===== src/sv/circle_pair_impulse_collision_unit_assert.svh =====
// assertion macros for the circle pair impulse collision unit
`ifndef CIRCLE_PAIR_IMPULSE_COLLISION_UNIT_ASSERT_SVH
`define CIRCLE_PAIR_IMPULSE_COLLISION_UNIT_ASSERT_SVH
`ifndef SYNTHESIS
// checked property, skipped while reset is asserted
`define CPIC_ASSERT(lbl, clk, rst_n, prop) \
  lbl: assert property (@(posedge clk) disable iff (!rst_n) prop) \
    else $error("cpic assertion failed");
// checked property, also during reset
`define CPIC_ASSERT_ALWAYS(lbl, clk, prop) \
  lbl: assert property (@(posedge clk) prop) \
    else $error("cpic assertion failed");
`else
`define CPIC_ASSERT(lbl, clk, rst_n, prop)
`define CPIC_ASSERT_ALWAYS(lbl, clk, prop)
`endif
`endif


===== src/sv/cpic_pkg.sv =====
// shared types and constants of the circle pair impulse collision unit
package cpic_pkg;

  localparam int unsigned QUEUE_DEPTH = 4;

  typedef enum logic [1:0] {
    OUTCOME_NONE       = 2'd0,
    OUTCOME_SEPARATING = 2'd1,
    OUTCOME_RESOLVED   = 2'd2
  } outcome_e;

  // classified pair as it travels from the front part to the back part
  typedef struct packed {
    logic signed [31:0] p1x;
    logic signed [31:0] p1y;
    logic signed [31:0] v1x;
    logic signed [31:0] v1y;
    logic [30:0]        r1;
    logic signed [31:0] p2x;
    logic signed [31:0] p2y;
    logic signed [31:0] v2x;
    logic signed [31:0] v2y;
    logic [30:0]        r2;
    logic               dx_neg;
    logic               dy_neg;
    logic [31:0]        adx;
    logic [31:0]        ady;
    logic [31:0]        rs;
    logic signed [32:0] dvx;
    logic signed [32:0] dvy;
    logic [63:0]        d2;
    logic               overlap;
  } item_t;

endpackage


===== src/sv/cpic_queue.sv =====
// short queue between the front part and the back part
`include "circle_pair_impulse_collision_unit_assert.svh"
module cpic_queue #(
  parameter int unsigned DEPTH = cpic_pkg::QUEUE_DEPTH
) (
  input  logic            clk_i,
  input  logic            rst_ni,
  input  cpic_pkg::item_t item_i,
  input  logic            valid_i,
  output logic            ready_o,
  output cpic_pkg::item_t item_o,
  output logic            valid_o,
  input  logic            ready_i
);

  localparam int unsigned PW = (DEPTH > 1) ? $clog2(DEPTH) : 1;
  localparam int unsigned CW = $clog2(DEPTH + 1);

  cpic_pkg::item_t mem_q [DEPTH];
  logic [PW-1:0] wr_ptr_d, wr_ptr_q, rd_ptr_d, rd_ptr_q;
  logic [CW-1:0] count_d, count_q;
  logic push, pop;

  assign ready_o = count_q != CW'(DEPTH);
  assign valid_o = count_q != '0;
  assign push    = valid_i && ready_o;
  assign pop     = ready_i && valid_o;
  assign item_o  = mem_q[rd_ptr_q];

  always_comb begin
    wr_ptr_d = wr_ptr_q;
    rd_ptr_d = rd_ptr_q;
    count_d  = count_q;
    if (push) begin
      wr_ptr_d = (wr_ptr_q == PW'(DEPTH - 1)) ? '0 : wr_ptr_q + 1'b1;
    end
    if (pop) begin
      rd_ptr_d = (rd_ptr_q == PW'(DEPTH - 1)) ? '0 : rd_ptr_q + 1'b1;
    end
    if (push && !pop) begin
      count_d = count_q + 1'b1;
    end else if (pop && !push) begin
      count_d = count_q - 1'b1;
    end
  end

  always_ff @(posedge clk_i or negedge rst_ni) begin
    if (!rst_ni) begin
      wr_ptr_q <= '0;
      rd_ptr_q <= '0;
      count_q  <= '0;
    end else begin
      wr_ptr_q <= wr_ptr_d;
      rd_ptr_q <= rd_ptr_d;
      count_q  <= count_d;
    end
  end

  always_ff @(posedge clk_i) begin
    if (push) begin
      mem_q[wr_ptr_q] <= item_i;
    end
  end

  `CPIC_ASSERT_ALWAYS(a_count_bound, clk_i, !rst_ni || (count_q <= CW'(DEPTH)))
  `CPIC_ASSERT(a_fill_step, clk_i, rst_ni, (push && !pop) |=> count_q == $past(count_q) + 1'b1)
  `CPIC_ASSERT(a_drain_step, clk_i, rst_ni, (pop && !push) |=> count_q == $past(count_q) - 1'b1)

endmodule


===== config.mk =====
export PLATFORM = sky130hd
export DESIGN_NAME = cpic_queue
export DESIGN_NICKNAME = d
export VERILOG_FILES = /design/src/sv/cpic_pkg.sv /design/src/sv/cpic_queue.sv
export VERILOG_INCLUDE_DIRS = /design/src /design/src/sv
export SDC_FILE = /design/constraint.sdc
export NUM_CORES = 1
export LEC_CHECK = 0
export ABC_CLOCK_PERIOD_IN_PS = 15850
export BUFFER_PORTS_ARGS = -buffer_cell sky130_fd_sc_hd__buf_2
export CAP_MARGIN = 20
export CORE_AREA = 2 2 426 428
export DETAILED_ROUTE_END_ITERATION = 8
export DIE_AREA = 0 0 428 430
export GPL_TIMING_DRIVEN = 0
export SLEW_MARGIN = 20
export SYNTH_ARGS = -nofsm -noshare
export SYNTH_HDL_FRONTEND = slang
export SYNTH_SLANG_ARGS = --single-unit

===== constraint.sdc =====
create_clock -name clk_i -period 15.85 [get_ports clk_i]
set_input_delay 2.3775 -clock clk_i [delete_from_list [all_inputs] [get_ports clk_i]]
set_output_delay 2.3775 -clock clk_i [all_outputs]
set_load 0.03 [all_outputs]

Yosys cells after proc, flatten, opt, wreduce, memory -nomap -nowiden
Memory sizes are Yosys's and may differ from the RTL's.
Index checks and enable logic that the tools add are counted.
{"block": "classes", "addsub": 4, "n_eq_ne": 3, "mux": 6, "n_reduce_logical": 8}
{"cell": "$mux W3", "count": 2}
{"cell": "$add A2 B1 Y2 const B", "count": 2}
{"cell": "$eq A2 B2 Y1 const B", "count": 2}
{"cell": "$logic_and A1 B1 Y1", "count": 4}
{"cell": "$mux W2", "count": 2}
{"cell": "$add A3 B1 Y3 const B", "count": 1}
{"cell": "$ne A3 B3 Y1 const B", "count": 1}
{"cell": "$reduce_bool A3 Y1", "count": 1}
{"cell": "$sub A3 B1 Y3 const B", "count": 1}
{"cell": "$logic_not A1 Y1", "count": 2}
{"cell": "$mux W1", "count": 2}
{"cell": "$reduce_bool A2 Y1", "count": 1}
{"block": "word_totals", "register_bits": 7, "ramBits": 2188, "input_bits": 551, "output_inout_bits": 549, "wordCells": 25, "mem_count": 1}
{"memory": "mem_q", "words": 4, "width": 547, "rd": 1, "rd_clocked_by_memory_dff": 0, "write_ports": 1, "line": "cpic_queue.sv:19", "text": "cpic_pkg::item_t mem_q [DEPTH];"}

Depth between registers and ports, before layout
{"block": "depth", "depth_word": 6, "mapped_depth": 8, "mapped_depth_nobuf": 8}

Worst setup path before layout
No wires, ideal clock.
{"block": "synth_timing", "path_kind": "input -> register", "from": "in valid_i", "to": "mem mem_q[1][0] (netlist bit) (enable)", "setup_time_ns": 0.984, "arrival_ns": 15.092, "required_ns": 14.866, "setup_slack_ns": -0.226, "path_stages": 2, "n_path_buf": 0, "path_cell_list": "a21boi_1 and2_1"}
{"block": "synth_via", "elab_chain_cells": 3}
{"item": "from (decl)", "line": "cpic_queue.sv:9", "text": "input logic valid_i,"}
{"item": "$logic_and A1 B1 Y1", "line": "cpic_queue.sv:26", "text": "assign push = valid_i && ready_o;"}
{"item": "$mux W1", "line": "cpic_queue.sv:60", "text": "if (push) begin"}
{"item": "$mux W1 (not written as such)", "line": "cpic_queue.sv:61", "text": "mem_q[wr_ptr_q] <= item_i;"}
{"item": "to (decl)", "line": "cpic_queue.sv:19"}
Every way passes these cells.

==> results.py <==
metrics = {
    "detailed_routing": {
        "drc": 0,
        "firstDrtPassIters": 5,
        "dr_wl_met2_um": 99700,
        "top_layer": "met5",
        "wl_met3_um": 14100,
        "via_per_inst": 5.35,
        "drt-met1-wl_um": 71200,
        "drt-total-wl_um": 192000,
        "drt_iter0_markers": 3167,
        "wl_per_cell_um": 28.0,
        "vias": 36718,
        "ant_nets": 0,
    },
    "logic_synthesis": {
        "async_reset_ff_frac": 0.00319,
        "synth_area_per_cell_um2": 27.4,
        "synth_cells": 2894,
        "yosys_warnings": 0,
        "synth_edf_count": 2188,
        "synthMuxAreaShare": 0.156,
        "synth.ff_latch_count": 2195,
        "yosys.area_share.xor_xnor": 0.000331,
        "ys_top_cells_by_count": "edfxtp_1, mux4_2, buf_6, buf_2, dfrtp_1",
        "ys_seq_area_frac": 0.830,
        "synth_nets": 3452,
        "synthFlopType": "edfxtp_1",
        "synth_compound_area_frac": 0.0000945,
        "synth_area_leaders": "edfxtp_1, mux4_2, buf_6",
        "synth_top_family_by_area": "multiplexers",
        "synth_fa_ha_area_frac": 0.00120,
        "netlist.area_leader.share": 0.827,
        "synth_simple_gate_area_frac": 0.000677,
        "syn_area_mm2": 0.0794,
        "yosysTopAreaCell": "edfxtp_1",
        "yosysMostFrequentCell": "edfxtp_1",
        "synth_cell_type_count": 18,
    },
    "finish": {
        "drive_above_1_share": 0.476,
        "syn_to_final_growth_pct": 21.3,
        "final_cell_area_mm2": 0.0963,
        "nFillCells": 13784,
        "area.sequential_mm2": 0.0659,
        "multi_input_area_mm2": 0.0126,
        "fin_util": 0.536,
        "nets": 4830,
    },
    "timing": {
        "fin_tns_setup_ns": 0,
        "fmaxAchievable_ghz": 0.172,
        "finalHoldWorstSlack_ns": 0.518,
        "rsz0062_at_grt": "no",
        "min_period_ns": 5.83,
        "timing.final.crit_share": 0.368,
        "final.setup_skew_ns": 0.0577,
        "drv_slew": 0,
        "hold_viol_final": 0,
        "max-slew-margin-rel": 0.413,
        "finalSetupViolations": 0,
        "setup_slack_ns": 10.02,
        "worstMarginPinSlew_ns": 0.880,
    },
    "clocking": {
        "clk_latency_ns": 0.88,
        "post_cts_resized": 0,
        "numCtsBuffers": 217,
        "htree_num_levels": 4,
        "clkTransAtPathRegs_ns": 0.06,
        "cts_tree": "built",
        "cts-root-buf": "clkbuf_16",
        "cts_setup_buffers": 0,
        "cts_max_path_buffers": 3,
        "cts_sinks": 2195,
        "postCtsHoldBufs": 0,
    },
    "critical_path": {
        "required_ns": 13.47,
        "reg2reg_to": "mem_q[3][47]",
        "r2r_slack_ns": 12.23,
        "cp_max_fo": 10,
        "startpoint_type": "register",
        "crit_type": "register to output port",
        "worst_ep_arrival_time_ns": 3.45,
        "critPathCaptureType": "output port",
        "reg2reg_depth": 9,
        "r2r_start": "count_q[0]",
    },
    "global_routing": {
        "track_usage": 0.207,
        "antenna_found_initial": 136,
        "grt_overflow_total": 0,
        "grt_pass1_wl_um": 273000,
        "grt_pass1_vias": 37678,
        "grt_max_degree": 45,
    },
    "power": {
        "powerDensity_mw_per_mm2": 209,
        "vdd_drop_max_mv": 0.143,
        "leakage_nw": 32.6,
    },
    "placement": {
        "io_buffers": 1099,
        "placed_cell_area_mm2": 0.0894,
        "globalplace.congestion": 0.785,
        "post-place-ws_ns": 10.29,
        "dpl.hpwl_um": 133000,
    },
    "die": {
        "design.core.area_mm2": 0.180,
        "fp.dieW_um": 428,
        "ios": 1100,
        "row_count": 156,
        "dieArea_mm2": 0.184,
        "dieHeight_um": 430,
        "start_util": 0.442,
    },
    "min_path": {
        "min-delay-start": "count_q[2]",
        "min_to": "count_q[2]",
        "holdPathStages": 1,
        "holdCritPathClass": "register to register",
    },
    "flow_run": {
        "maxCapViolCount": 0,
    },
    "outcome": {
        "status": "finished, final reports clean",
    },
}
[report_power, final]
part	internal (mW)	total, mW	switching, mW	leakage, nW
sequential	7.63	7.84	0.204	20.1
combinational	2.53	7.39	4.86	9.10
clock	2.80	4.94	2.15	3.34
total	13.0	20.2	7.21	32.6
[registers in the layout, summed over array words and instances (netlist names)]
| signal | count |
|---|---|
| mem_q | 2188 |
| rd_ptr_q | 2 |
| wr_ptr_q | 2 |
| count_q | 3 |
[layout by cell type, fill, tap and decap left out, types with 5 or more instances in the layout]
cell | netlist | final
clkbuf_1 | 6 | 61
clkinv_1 | 0 | 55
buf_2 | 56 | 1155
clkinv_16 | 0 | 6
edfxtp_1 | 2188 | 2188
buf_6 | 58 | 58
diode_2 | 0 | 44
bufinv_16 | 0 | 15
clkinv_2 | 0 | 35
mux2_2 | 5 | 5
buf_16 | 0 | 36
mux4_2 | 547 | 547
ha_1 | 6 | 6
clkbuf_16 | 0 | 220
dfrtp_1 | 7 | 7
buf_12 | 0 | 24
[per-stage QoR]
stage / power, mW / cells
floorplan: 13.2 / 2894
global placement: 16.1 / 6363
detailed placement: 15.5 / 6423
CTS: 20.5 / 6822
global route: 20.9 / 6850
finish: 20.2 / 6866
[layer usage]
| metal | up-vias | track usage |
|---|---|---|
| li1 | 15546 | - |
| met1 | 19327 | 0.247 |
| met2 | 1342 | 0.349 |
| met3 | 441 | 0.0638 |
| met4 | 62 | 0.0871 |
| met5 | - | 0 |
[worst max-delay path, cell delays in order, from the launching register on]
cell	delay, ns
dfrtp_1	0.34
buf_2	0.39
clkbuf_1	0.71
buf_2	0.49
mux4_2	0.41
buf_2	0.24
[how the worst max path moves through the flow]
| stage | start | slack [ns] | to | depth (start not counted) |
|---|---|---|---|---|
| 6_report | rd_ptr_q[1] | 10.02 | item_o[286] | 5 |
| 5_1_grt | rd_ptr_q[1] | 9.72 | item_o[286] | 5 |
| 4_1_cts | rd_ptr_q[1] | 9.64 | item_o[286] | 5 |
| 3_5_place_dp | valid_i | 10.29 | mem_q[3][251] | 9 |
| 3_3_place_gp | valid_i | -11.51 | mem_q[3][252] | 3 |
| 2_1_floorplan | valid_i | -0.22 | mem_q[3][0] | 2 |
[cells by family after synthesis]
| family | count (synthesis) |
|---|---|
| buffers and inverters | 125 |
| flip-flops | 2195 |
| XOR/XNOR | 3 |
| AND/OR/NAND/NOR | 11 |
| AO/OA/AOI/OAI | 1 |
| adder cells (fa/ha/maj) | 7 |
| multiplexers | 552 |
[area by class of cell]
cell class | instances | area share
sequential | 2195 | 0.684
multi-input combinational | 574 | 0.130
timing repair buffer | 1159 | 0.0724
clock buffer | 275 | 0.0593
tap | 2370 | 0.0308
clock inverter | 124 | 0.0120
buffer | 122 | 0.0101
antenna | 44 | 0.00114
inverter | 3 | 0.000117
Note: power is estimated with default switching activity, not from simulation.
